File: src/hw/rtl/lpfd_pkg.sv
// Package for the length-prefixed frame deframer.
// Holds the header layout, result codes, phase type and result record.
// No dependencies; the core and lpfd_csr import it.
package lpfd_pkg;

   // Header layout: length(2) sequence(4) id(4) reliable(1) reserved(1)
   localparam int unsigned HEADER_BYTES = 12;
   localparam int unsigned COUNT_W      = 16;
   localparam int unsigned POS_W        = 4;

   localparam logic [POS_W-1:0] POS_LEN_0    = 4'd0;
   localparam logic [POS_W-1:0] POS_LEN_1    = 4'd1;
   localparam logic [POS_W-1:0] POS_SEQ_0    = 4'd2;
   localparam logic [POS_W-1:0] POS_SEQ_1    = 4'd3;
   localparam logic [POS_W-1:0] POS_SEQ_2    = 4'd4;
   localparam logic [POS_W-1:0] POS_SEQ_3    = 4'd5;
   localparam logic [POS_W-1:0] POS_ID_0     = 4'd6;
   localparam logic [POS_W-1:0] POS_ID_1     = 4'd7;
   localparam logic [POS_W-1:0] POS_ID_2     = 4'd8;
   localparam logic [POS_W-1:0] POS_ID_3     = 4'd9;
   localparam logic [POS_W-1:0] POS_RELIABLE = 4'd10;

   // Result kinds and error codes
   localparam logic [1:0] KIND_HEADER  = 2'd0;
   localparam logic [1:0] KIND_PAYLOAD = 2'd1;
   localparam logic [1:0] KIND_ERROR   = 2'd2;

   localparam logic ERR_UNDERFLOW = 1'b0;
   localparam logic ERR_OVERFLOW  = 1'b1;

   // Register file
   localparam int unsigned CSR_ADDR_W  = 3;
   localparam int unsigned CSR_DATA_W  = 32;
   localparam logic        REG_MAX_FRAME = 1'b0;
   localparam logic [15:0] MAX_FRAME_RESET = 16'd8192;

   typedef enum logic [1:0] {
      PHASE_HEADER,
      PHASE_PAYLOAD,
      PHASE_HALTED
   } phase_type;

   typedef struct packed {
      logic [1:0]  result_kind;
      logic [15:0] frame_length;
      logic [31:0] sequence_number;
      logic [31:0] message_id;
      logic [7:0]  reliable_flag;
      logic [7:0]  payload_byte;
      logic        last_of_frame;
      logic        error_code;
   } result_type;

endpackage

File: src/hw/rtl/lpfd_req_if.sv
// Input channel of the deframer: one stream byte per transaction.
// Depends on nothing.
interface lpfd_req_if;
   logic       valid;
   logic       ready;
   logic [7:0] stream_byte;

   modport source (output valid, output stream_byte, input ready);
   modport sink   (input valid, input stream_byte, output ready);
endinterface

File: src/hw/rtl/lpfd_rsp_if.sv
// Result channel of the deframer: header, payload or error record.
// Depends on nothing.
interface lpfd_rsp_if;
   logic        valid;
   logic        ready;
   logic [1:0]  result_kind;
   logic [15:0] frame_length;
   logic [31:0] sequence_number;
   logic [31:0] message_id;
   logic [7:0]  reliable_flag;
   logic [7:0]  payload_byte;
   logic        last_of_frame;
   logic        error_code;

   modport source (
      output valid, output result_kind, output frame_length, output sequence_number,
      output message_id, output reliable_flag, output payload_byte,
      output last_of_frame, output error_code, input ready
   );
   modport sink (
      input valid, input result_kind, input frame_length, input sequence_number,
      input message_id, input reliable_flag, input payload_byte,
      input last_of_frame, input error_code, output ready
   );
endinterface

File: src/hw/rtl/length_prefixed_frame_deframer_core.sv
// Top level of the length-prefixed frame deframer.
// Depends on lpfd_pkg, lpfd_req_if, lpfd_rsp_if and lpfd_csr.
//
//   channel   direction  width    carries
//   req_if    in         8        one stream byte per transaction
//   rsp_if    out        100      header / payload / error record
//   csr_*     in/out     32       APB write/read of max_frame_bytes
//
// One byte is taken per cycle when not stalled; any result it makes is registered.
// The limit is the single result register: a byte that makes a result waits only
// while that register is full and not being taken; header bytes that make no
// result and bytes after a halt are taken regardless of rsp_if.ready.
// Synchronous reset returns to header phase, clears the halt, sets capacity 8192.
module length_prefixed_frame_deframer_core import lpfd_pkg::*; (
   input  logic                  clock,
   input  logic                  reset,
   lpfd_req_if.sink              req_if,
   lpfd_rsp_if.source            rsp_if,
   input  logic                  csr_psel,
   input  logic                  csr_penable,
   input  logic                  csr_pwrite,
   input  logic [CSR_ADDR_W-1:0] csr_paddr,
   input  logic [CSR_DATA_W-1:0] csr_pwdata,
   output logic [CSR_DATA_W-1:0] csr_prdata,
   output logic                  csr_pready
);

   localparam logic [COUNT_W-1:0] HDR_LEN  = COUNT_W'(HEADER_BYTES);
   localparam logic [COUNT_W-1:0] HDR_LAST = COUNT_W'(HEADER_BYTES - 1);

   logic [15:0]        max_frame_bytes;

   phase_type          phase_ff, phase_in;
   logic [COUNT_W-1:0] count_ff, count_in;
   logic [15:0]        length_ff, length_in;
   logic [31:0]        seq_ff, seq_in;
   logic [31:0]        id_ff, id_in;
   logic [7:0]         rel_ff, rel_in;
   logic               rsp_valid_ff, rsp_valid_in;
   result_type         rsp_ff, rsp_in;

   logic               header_last;
   logic               makes_result;
   logic               out_free;
   logic               accept;
   logic [COUNT_W-1:0] count_inc;
   logic               payload_last;
   logic               len_under;
   logic               len_over;
   logic               len_only;
   logic [7:0]         in_byte;

   lpfd_csr u_csr (
      .clock           (clock),
      .reset           (reset),
      .psel            (csr_psel),
      .penable         (csr_penable),
      .pwrite          (csr_pwrite),
      .paddr           (csr_paddr),
      .pwdata          (csr_pwdata),
      .prdata          (csr_prdata),
      .pready          (csr_pready),
      .max_frame_bytes (max_frame_bytes)
   );

   // Handshake: stall only bytes that produce a result while the output is full
   assign in_byte      = req_if.stream_byte;
   assign header_last  = (phase_ff == PHASE_HEADER) && (count_ff == HDR_LAST);
   assign makes_result = header_last || (phase_ff == PHASE_PAYLOAD);
   assign out_free     = !rsp_valid_ff || rsp_if.ready;
   assign req_if.ready = !makes_result || out_free;
   assign accept       = req_if.valid && req_if.ready;

   // Length checks and payload position
   assign count_inc    = count_ff + COUNT_W'(1);
   assign payload_last = (count_inc >= length_ff);
   assign len_under    = (length_ff < HDR_LEN);
   assign len_over     = (length_ff >= max_frame_bytes);
   assign len_only     = (length_ff == HDR_LEN);

   // Next phase
   always_comb begin
      phase_in = phase_ff;
      case (phase_ff)
         PHASE_HEADER: begin
            if (header_last) begin
               if (len_under || len_over) begin
                  phase_in = PHASE_HALTED;
               end else if (!len_only) begin
                  phase_in = PHASE_PAYLOAD;
               end
            end
         end
         PHASE_PAYLOAD: begin
            if (payload_last) begin
               phase_in = PHASE_HEADER;
            end
         end
         PHASE_HALTED: begin
            phase_in = PHASE_HALTED;
         end
         default: begin
            phase_in = PHASE_HALTED;
         end
      endcase
   end

   // Counter, header capture and result record
   always_comb begin
      count_in  = count_ff;
      length_in = length_ff;
      seq_in    = seq_ff;
      id_in     = id_ff;
      rel_in    = rel_ff;

      rsp_in.result_kind     = KIND_HEADER;
      rsp_in.frame_length    = length_ff;
      rsp_in.sequence_number = seq_ff;
      rsp_in.message_id      = id_ff;
      rsp_in.reliable_flag   = rel_ff;
      rsp_in.payload_byte    = '0;
      rsp_in.last_of_frame   = 1'b0;
      rsp_in.error_code      = ERR_UNDERFLOW;

      case (phase_ff)
         PHASE_HEADER: begin
            // Store byte at its header position; reserved byte is dropped
            case (count_ff[POS_W-1:0])
               POS_LEN_0:    length_in[7:0]  = in_byte;
               POS_LEN_1:    length_in[15:8] = in_byte;
               POS_SEQ_0:    seq_in[7:0]     = in_byte;
               POS_SEQ_1:    seq_in[15:8]    = in_byte;
               POS_SEQ_2:    seq_in[23:16]   = in_byte;
               POS_SEQ_3:    seq_in[31:24]   = in_byte;
               POS_ID_0:     id_in[7:0]      = in_byte;
               POS_ID_1:     id_in[15:8]     = in_byte;
               POS_ID_2:     id_in[23:16]    = in_byte;
               POS_ID_3:     id_in[31:24]    = in_byte;
               POS_RELIABLE: rel_in          = in_byte;
               default: begin
               end
            endcase
            count_in = count_inc;
            if (header_last) begin
               if (len_under) begin
                  rsp_in.result_kind = KIND_ERROR;
                  rsp_in.error_code  = ERR_UNDERFLOW;
               end else if (len_over) begin
                  rsp_in.result_kind = KIND_ERROR;
                  rsp_in.error_code  = ERR_OVERFLOW;
               end else if (len_only) begin
                  // Header-only message closes right here
                  rsp_in.last_of_frame = 1'b1;
                  count_in             = '0;
               end
            end
         end
         PHASE_PAYLOAD: begin
            rsp_in.result_kind   = KIND_PAYLOAD;
            rsp_in.payload_byte  = in_byte;
            rsp_in.last_of_frame = payload_last;
            count_in             = payload_last ? '0 : count_inc;
         end
         PHASE_HALTED: begin
         end
         default: begin
         end
      endcase
   end

   // Output register: load on a result, clear when taken
   always_comb begin
      rsp_valid_in = rsp_valid_ff;
      if (accept && makes_result) begin
         rsp_valid_in = 1'b1;
      end else if (rsp_if.ready) begin
         rsp_valid_in = 1'b0;
      end
   end

   always_ff @(posedge clock) begin
      if (reset) begin
         phase_ff     <= PHASE_HEADER;
         count_ff     <= '0;
         length_ff    <= '0;
         seq_ff       <= '0;
         id_ff        <= '0;
         rel_ff       <= '0;
         rsp_valid_ff <= 1'b0;
      end else begin
         rsp_valid_ff <= rsp_valid_in;
         if (accept) begin
            phase_ff  <= phase_in;
            count_ff  <= count_in;
            length_ff <= length_in;
            seq_ff    <= seq_in;
            id_ff     <= id_in;
            rel_ff    <= rel_in;
         end
      end
   end

   // Result payload, no reset needed
   always_ff @(posedge clock) begin
      if (accept && makes_result) begin
         rsp_ff <= rsp_in;
      end
   end

   assign rsp_if.valid           = rsp_valid_ff;
   assign rsp_if.result_kind     = rsp_ff.result_kind;
   assign rsp_if.frame_length    = rsp_ff.frame_length;
   assign rsp_if.sequence_number = rsp_ff.sequence_number;
   assign rsp_if.message_id      = rsp_ff.message_id;
   assign rsp_if.reliable_flag   = rsp_ff.reliable_flag;
   assign rsp_if.payload_byte    = rsp_ff.payload_byte;
   assign rsp_if.last_of_frame   = rsp_ff.last_of_frame;
   assign rsp_if.error_code      = rsp_ff.error_code;

endmodule

File: src/hw/rtl/lpfd_csr.sv
// APB-style register block of the deframer: holds max_frame_bytes.
// Depends on lpfd_pkg.
module lpfd_csr import lpfd_pkg::*; (
   input  logic                  clock,
   input  logic                  reset,
   input  logic                  psel,
   input  logic                  penable,
   input  logic                  pwrite,
   input  logic [CSR_ADDR_W-1:0] paddr,
   input  logic [CSR_DATA_W-1:0] pwdata,
   output logic [CSR_DATA_W-1:0] prdata,
   output logic                  pready,
   output logic [15:0]           max_frame_bytes
);

   logic [15:0] max_frame_ff;
   logic [15:0] max_frame_in;
   logic        reg_index;
   logic        write_hit;

   // Word index; registers sit at byte address 4*i
   assign reg_index = paddr[2];
   assign write_hit = psel && penable && pwrite && (reg_index == REG_MAX_FRAME);

   always_comb begin
      max_frame_in = max_frame_ff;
      if (write_hit) begin
         max_frame_in = pwdata[15:0];
      end
   end

   always_ff @(posedge clock) begin
      if (reset) begin
         max_frame_ff <= MAX_FRAME_RESET;
      end else begin
         max_frame_ff <= max_frame_in;
      end
   end

   // Read back; unmapped index reads zero
   always_comb begin
      prdata = '0;
      if (reg_index == REG_MAX_FRAME) begin
         prdata = {{(CSR_DATA_W-16){1'b0}}, max_frame_ff};
      end
   end

   assign pready          = 1'b1;
   assign max_frame_bytes = max_frame_ff;

endmodule
File: src/flat_wrapper.sv
// flat-port wrapper written by rule: the top's interface ports become plain ports
module length_prefixed_frame_deframer_core_flat import lpfd_pkg::*;
  (clock, reset, csr_psel, csr_penable, csr_pwrite, csr_paddr, csr_pwdata, csr_prdata, csr_pready, req_if_valid, req_if_stream_byte, req_if_ready, rsp_if_valid, rsp_if_result_kind, rsp_if_frame_length, rsp_if_sequence_number, rsp_if_message_id, rsp_if_reliable_flag, rsp_if_payload_byte, rsp_if_last_of_frame, rsp_if_error_code, rsp_if_ready);
  lpfd_req_if req_if_i ();
  lpfd_rsp_if rsp_if_i ();
  input  logic clock;
  input  logic reset;
  input  logic csr_psel;
  input  logic csr_penable;
  input  logic csr_pwrite;
  input  logic [CSR_ADDR_W-1:0] csr_paddr;
  input  logic [CSR_DATA_W-1:0] csr_pwdata;
  output logic [CSR_DATA_W-1:0] csr_prdata;
  output logic csr_pready;
  input wire logic [$bits(req_if_i.valid)-1:0] req_if_valid;
  input wire logic [$bits(req_if_i.stream_byte)-1:0] req_if_stream_byte;
  output wire logic [$bits(req_if_i.ready)-1:0] req_if_ready;
  output wire logic [$bits(rsp_if_i.valid)-1:0] rsp_if_valid;
  output wire logic [$bits(rsp_if_i.result_kind)-1:0] rsp_if_result_kind;
  output wire logic [$bits(rsp_if_i.frame_length)-1:0] rsp_if_frame_length;
  output wire logic [$bits(rsp_if_i.sequence_number)-1:0] rsp_if_sequence_number;
  output wire logic [$bits(rsp_if_i.message_id)-1:0] rsp_if_message_id;
  output wire logic [$bits(rsp_if_i.reliable_flag)-1:0] rsp_if_reliable_flag;
  output wire logic [$bits(rsp_if_i.payload_byte)-1:0] rsp_if_payload_byte;
  output wire logic [$bits(rsp_if_i.last_of_frame)-1:0] rsp_if_last_of_frame;
  output wire logic [$bits(rsp_if_i.error_code)-1:0] rsp_if_error_code;
  input wire logic [$bits(rsp_if_i.ready)-1:0] rsp_if_ready;
  assign req_if_i.valid = req_if_valid;
  assign req_if_i.stream_byte = req_if_stream_byte;
  assign req_if_ready = req_if_i.ready;
  assign rsp_if_valid = rsp_if_i.valid;
  assign rsp_if_result_kind = rsp_if_i.result_kind;
  assign rsp_if_frame_length = rsp_if_i.frame_length;
  assign rsp_if_sequence_number = rsp_if_i.sequence_number;
  assign rsp_if_message_id = rsp_if_i.message_id;
  assign rsp_if_reliable_flag = rsp_if_i.reliable_flag;
  assign rsp_if_payload_byte = rsp_if_i.payload_byte;
  assign rsp_if_last_of_frame = rsp_if_i.last_of_frame;
  assign rsp_if_error_code = rsp_if_i.error_code;
  assign rsp_if_i.ready = rsp_if_ready;
  length_prefixed_frame_deframer_core u_core (.clock(clock), .reset(reset), .req_if(req_if_i), .rsp_if(rsp_if_i), .csr_psel(csr_psel), .csr_penable(csr_penable), .csr_pwrite(csr_pwrite), .csr_paddr(csr_paddr), .csr_pwdata(csr_pwdata), .csr_prdata(csr_prdata), .csr_pready(csr_pready));
endmodule
File: config.mk
export PLATFORM = sky130hd
export DESIGN_NAME = length_prefixed_frame_deframer_core_flat
export DESIGN_NICKNAME = d
export VERILOG_FILES = /design/src/hw/rtl/lpfd_pkg.sv /design/src/hw/rtl/lpfd_req_if.sv /design/src/hw/rtl/lpfd_rsp_if.sv /design/src/hw/rtl/length_prefixed_frame_deframer_core.sv /design/src/hw/rtl/lpfd_csr.sv /design/src/flat_wrapper.sv
export SDC_FILE = /design/constraint.sdc
export NUM_CORES = 1
export LEC_CHECK = 0
export BUFFER_PORTS_ARGS = -buffer_cell sky130_fd_sc_hd__buf_2
export CORE_MARGIN = 5
export CORE_UTILIZATION = 50
export CTS_CLUSTER_DIAMETER = 30
export DETAILED_ROUTE_END_ITERATION = 16
export HOLD_SLACK_MARGIN = 0.05
export PLACE_DENSITY = 0.71
export SYNTH_ARGS = -nofsm -noshare
export SYNTH_HDL_FRONTEND = slang
export SYNTH_SLANG_ARGS = --single-unit
File: constraint.sdc
create_clock -name clock -period 7.8 [get_ports clock]
set_input_delay 0.78 -clock clock [delete_from_list [all_inputs] [get_ports clock]]
set_output_delay 0.78 -clock clock [all_outputs]
set_load 0.005 [all_outputs]
---- Word-level counts from Yosys, hierarchy flattened ----
Index checks and enable logic that the tools add are counted.
word-level totals
  logic and storage cells ................. 101
  bits of input ports ..................... 50
  register bits ........................... 223
cells by class
  reductions and logical operators ........ 30
  mux-type cells .......................... 25
  order comparisons ....................... 3
  add/sub/neg operators ................... 1
  eq/ne operators ......................... 16
  bitwise operators ....................... 3
operator list
  operator                                                     count
  2-to-1 mux 16 bit                                            6
  AND reduction 3 bit                                          11
  equality test 16 x 4 -> 1 bit, second input constant         2
  >= comparator 16 bit                                         2
  case mux 16 bit (2 select lines)                             1
  adder 16 x 1 -> 16 bit, second input constant                1
  equality test 4 x 3 -> 1 bit, second input constant          4
  less-than comparator 16 x 4 -> 1 bit, second input constant  1
  2-to-1 mux 2 bit                                             8
  equality test 4 bit, second input constant                   3
  equality test 4 x 2 -> 1 bit, second input constant          2
  case mux 2 bit (2 select lines)                              2
  2-to-1 mux 1 bit                                             7
  logical AND 1 bit                                            6
  equality test 4 x 1 -> 1 bit, second input constant          1
  logical NOT 4 bit                                            1
  logical OR 1 bit                                             4
  != test 2 x 1 -> 1 bit, second input constant                2
  AND reduction 4 bit                                          1
  nonzero test 2 bit                                           2
  != test 3 bit, second input constant                         1
  NOT 1 bit                                                    3
  OR reduction 3 bit                                           1
  equality test 2 x 1 -> 1 bit, second input constant          1
  4 further kinds                                              5

---- Depth between registers and ports, before layout ----
  depth in word-level cells ............... 8
  depth in mapped cells ................... 15
  mapped depth without buffers ............ 14

---- By module ----
A second synthesis with hierarchy kept.
unflattened totals
  cells, all modules ...................... 874
  area total of the unflattened synthesis .. 9455.3 µm²
by module, submodules not included
  module                               area each (µm²)  times used  cells each
  length_prefixed_frame_deframer_core  8473.1           1           768
  lpfd_csr                             982.2            1           106

---- Least setup slack after synthesis ----
OpenSTA, ideal clock, no wires.
  kind .................................... register -> register
  start point ............................. register u_core.count_ff[0]
  end point ............................... register u_core.rsp_ff (netlist bit u_core.rsp_if.error_code) (enable)
  clock period less this slack ............ 6324 ps
  path buffers ............................ 1
  cell stages (with the launch flop) ...... 7
  data arrival time ....................... 5752 ps
  library setup time ...................... 572 ps
  path slack .............................. 1476 ps
  data required time ...................... 7228 ps
  cell sequence ........................... dfxtp_1 > ha_1 > buf_6 > and4bb_4 > a41oi_4 > nand2b_1 > nor2b_1
on the way
  longest elaborated chain between the ends .. 7
RTL lines
  item                             line                                        source
  from (decl)                      length_prefixed_frame_deframer_core.sv:34   logic [COUNT_W-1:0] count_ff, count_in;
  from (signal assigned)           length_prefixed_frame_deframer_core.sv:194  count_ff <= count_in;
  equality test 16 x 4 -> 1 bit *  length_prefixed_frame_deframer_core.sv:68   assign header_last = (phase_ff == PHASE_HEADER) && (count_ff == HDR_LAST);
  logical AND 1 bit *              length_prefixed_frame_deframer_core.sv:68
  logical OR 1 bit *               length_prefixed_frame_deframer_core.sv:69   assign makes_result = header_last || (phase_ff == PHASE_PAYLOAD);
  logical NOT 1 bit                length_prefixed_frame_deframer_core.sv:71   assign req_if.ready = !makes_result || out_free;
  logical OR 1 bit                 length_prefixed_frame_deframer_core.sv:71
  logical AND 1 bit                length_prefixed_frame_deframer_core.sv:72   assign accept = req_if.valid && req_if.ready;
  logical AND 1 bit *              length_prefixed_frame_deframer_core.sv:205  if (accept && makes_result) begin
  to (signal assigned)             length_prefixed_frame_deframer_core.sv:206  rsp_ff <= rsp_in;
  to (decl)                        length_prefixed_frame_deframer_core.sv:40   result_type rsp_ff, rsp_in;
Every way passes the cells marked *; elsewhere a longest branch is shown, timed or not.
A chain may end at the register's enable or synchronous reset.

---- Worst setup path after layout ----
  start point ............................. register u_core.count_ff[2]
  end point ............................... register u_core.count_ff[2]
on the way
  longest elaborated chain between the ends .. 7
RTL lines
  item
  branches (longest 7 deep; another with adder 16 x 1 -> 16 bit)
Parallel ways; which one is timed is not known.

==> metrics.yaml <==
die_area_um2: 21300
postSynthCellCount: 779
post_drt_wl_per_cell_um: 17.50
wl_met3_um: 1709
skew_ns: 0.01364
netlist_area_um2: 9240
max_slew_margin_pct: 21.87
slew_violations: 0
post-route-util_pct: 64.27
vias_per_cell: 5.230
dr_wl_met2_um: 9633
final_min_period_over_clock_period_pct: 47.02
fin_crit_ns: 3.667
cp.required_ns: 8.23
cts_tree: "done"
grt_pass1_vias: 6173
cts_resized: 0
via_count: 6323
cts_max_level: 2
rrSetupSlack_ns: 4.13
final_common_cell: "buf_2"
status: "finished clean"
drive_above_1_share_pct: 25.71
async_reset_ff_share_pct: 0
numPortBuffers: 149
grt_overflow: 0
ios: 185
hold_path_depth: 0
reg2reg_depth: 13
grt_usage_pct: 19.74
vdd_ir_drop_max_v: 0.0002216
nets: 1029
pre_cts_ws_ns: 4.116
tightestPinTransition_ns: 1.172
clkSinkCount: 223
yosys_warnings: 0
die_h_um: 145.9
reg2reg_to: "u_core.count_ff[2]$_SDFFE_PP0P_"
cts_buffers: 45
seq_area_frac_synth_pct: 59.15
p_leak_uw: 0.005261
hold_viol: 0
postCtsHoldBufs: 0
synth_ff_type: "dfxtp_1"
initial_core_util_pct: 51.09
coreArea_um2: 18090
crit_arrival_ns: 4.09
dp_hpwl_um: 13570
drt_iter0_drc: 380
die_w_um: 145.9
setup_tns_ns: 0
clk_latency_ns: 0.52
cts_max_path_buffers: 3
min_from: "u_core.seq_ff[25]$_SDFFE_PP0P_"
diodes: 0
rsz0062_at_grt: "no"
critPathKind: "reg -> reg"
antenna_found_initial: 0
finalWorstSetupSlack_ns: 4.133
top_layer: "met4"
endpoint_kind: "flop"
grt_max_degree: 109
grt_first_pass_wirelength_um: 33840
drt-met1-wl_um: 9424
p_per_area_nw_per_um2: 278.9
holdPathEnd: "u_core.rsp_if.sequence_number[25]$_DFFE_PP_"
worst_setup_path_start_kind: "flop"
syn_avg_cell_area_um2: 11.86
wl_um: 21160
fillerInstances: 1355
yosysUniqueCellTypes: 55
root_buffer: "clkbuf_16"
ys_ff_latch: 223
detail-route-antenna-nets: 0
most-common-layout-cells: "buf_2, dfxtp_1, nor2_1"
setup_viol: 0
setup.worst_path.start: "u_core.count_ff[2]$_SDFFE_PP0P_"
gp_congestion: 0.8648
fmax_mhz: 272.7
clk_pin_slew_ns: 0.05
dr.pass1.iters: 5
reg2reg_from: "u_core.count_ff[2]$_SDFFE_PP0P_"
rows: 49
fin_total_pwr_uw: 3242
drc: 0
synth_enable_flop_cells: 100
maxCapViolations: 0
syn_to_final_growth_pct: 25.80
worst_hold_path_type: "reg -> reg"
cp_max_fo: 15
cts_setup_buffers: 0
## layout make-up
| type | instances | area [µm²] | share of cell area [%] |
|---|---|---|---|
| timing repair buffer | 153 | 778.2 | 6.695 |
| sequential | 223 | 5465 | 47.02 |
| clock buffer | 56 | 1240 | 10.67 |
| tap | 229 | 286.5 | 2.465 |
| inverter | 40 | 150.1 | 1.292 |
| multi-input combinational | 480 | 3412 | 29.35 |
| clock inverter | 28 | 291.5 | 2.508 |
## per-layer routing
metal | vias up | track usage (%)
met2 | 261 | 30.70
met1 | 2973 | 26.82
met3 | 41 | 5.201
met5 | - | 0
li1 | 3048 | -
met4 | 0 | 6.980
## synthesized netlist by cell type (4+ instances only)
cell       number  area, µm²
dfxtp_1       123       2462
nor2_1        117      439.2
edfxtp_1      100       3003
mux2i_1        88      880.8
nand2_1        52      195.2
inv_1          40      150.1
ha_1           36      450.4
clkbuf_1       27      101.4
a21oi_1        26      130.1
and2_1         20      125.1
buf_4          17      127.6
nand4_4        11      234.0
nand3_1        10      50.05
a41o_1          9      90.09
nand2b_1        8      50.05
nand4_1         8      50.05
o21ai_0         7      35.03
xnor2_1         7      61.31
nor4_1          6      37.54
buf_2           5      25.02
nor3_1          5      25.02
nor2b_1         4      25.02
o2111ai_1       4      35.03
xor2_1          4      35.03
## how the worst max path moves through the flow
stage	endpoint	slack, ns	cells past startpoint
finish	u_core.count_ff[2]$_SDFFE_PP0P_	4.13	13
global route	u_core.count_ff[2]$_SDFFE_PP0P_	3.71	13
CTS	u_core.count_ff[2]$_SDFFE_PP0P_	4.10	13
detailed placement	u_core.count_ff[2]$_SDFFE_PP0P_	4.12	13
global placement	u_core.count_ff[2]$_SDFFE_PP0P_	4.18	13
floorplan	u_core.rsp_if.error_code$_SDFFCE_PP0P_	1.48	6
## sequential cells by signal, summed over array words and instances (netlist names), 2 cells and up
name and flops:
u_core.rsp_if.frame_length 16, u_core.rsp_if.result_kind 2, u_core.count_ff 16, u_core.phase_ff 2, u_core.u_csr.max_frame_bytes 16, u_core.seq_ff 32
u_core.rel_ff 8, u_core.rsp_if.payload_byte 8, u_core.length_ff 16, u_core.rsp_if.reliable_flag 8, u_core.rsp_if.message_id 32, u_core.rsp_if.sequence_number 32
u_core.id_ff 32
## per-stage QoR
step / hold WS (ns) / instances / cell area [µm²]
finish: 0.4249 / 1209 / 11620
CTS: 0.4258 / 1209 / 11620
detailed placement: 0.4147 / 1125 / 10090
floorplan: 0.4080 / 794 / 9296
global route: 0.4321 / 1209 / 11620
global placement: 0.4123 / 1125 / 10090
## worst max-delay path: stages (launching register included)
cell and delay [ns]:
dfxtp_1 0.60, and3_1 0.27, nand3_1 0.27, o31a_1 0.39, or2_2 0.30, ha_1 0.31
nand4_1 0.14, nor3_1 0.08, a2111oi_0 0.33, inv_1 0.11, o21ai_1 0.14, buf_4 0.23
nand3_1 0.14, o311ai_1 0.27
## kinds of logic (layout without fill, tap and decap cells)
| logic type | Yosys count | after routing | share of synthesized area [%] |
|---|---|---|---|
| multiplexers | 88 | 88 | 9.533 |
| flip-flops | 223 | 223 | 59.15 |
| XOR/XNOR | 11 | 11 | 1.043 |
| buffers and inverters | 91 | 277 | 4.617 |
| other | 2 | 17 | 0.08128 |
| AND/OR/NAND/NOR | 261 | 261 | 15.59 |
| AO/OA/AOI/OAI | 67 | 67 | 5.119 |
| adder cells (fa/ha/maj) | 36 | 36 | 4.875 |
## where the power goes
group	internal, µW	switching [µW]	total [µW]	leakage (µW)
Sequential	1220	13.3	1240	0.00192
Clock	1290	604	1890	0.000740
Combinational	40.4	70.5	111	0.00260
Power figures use the tool's default switching activity.
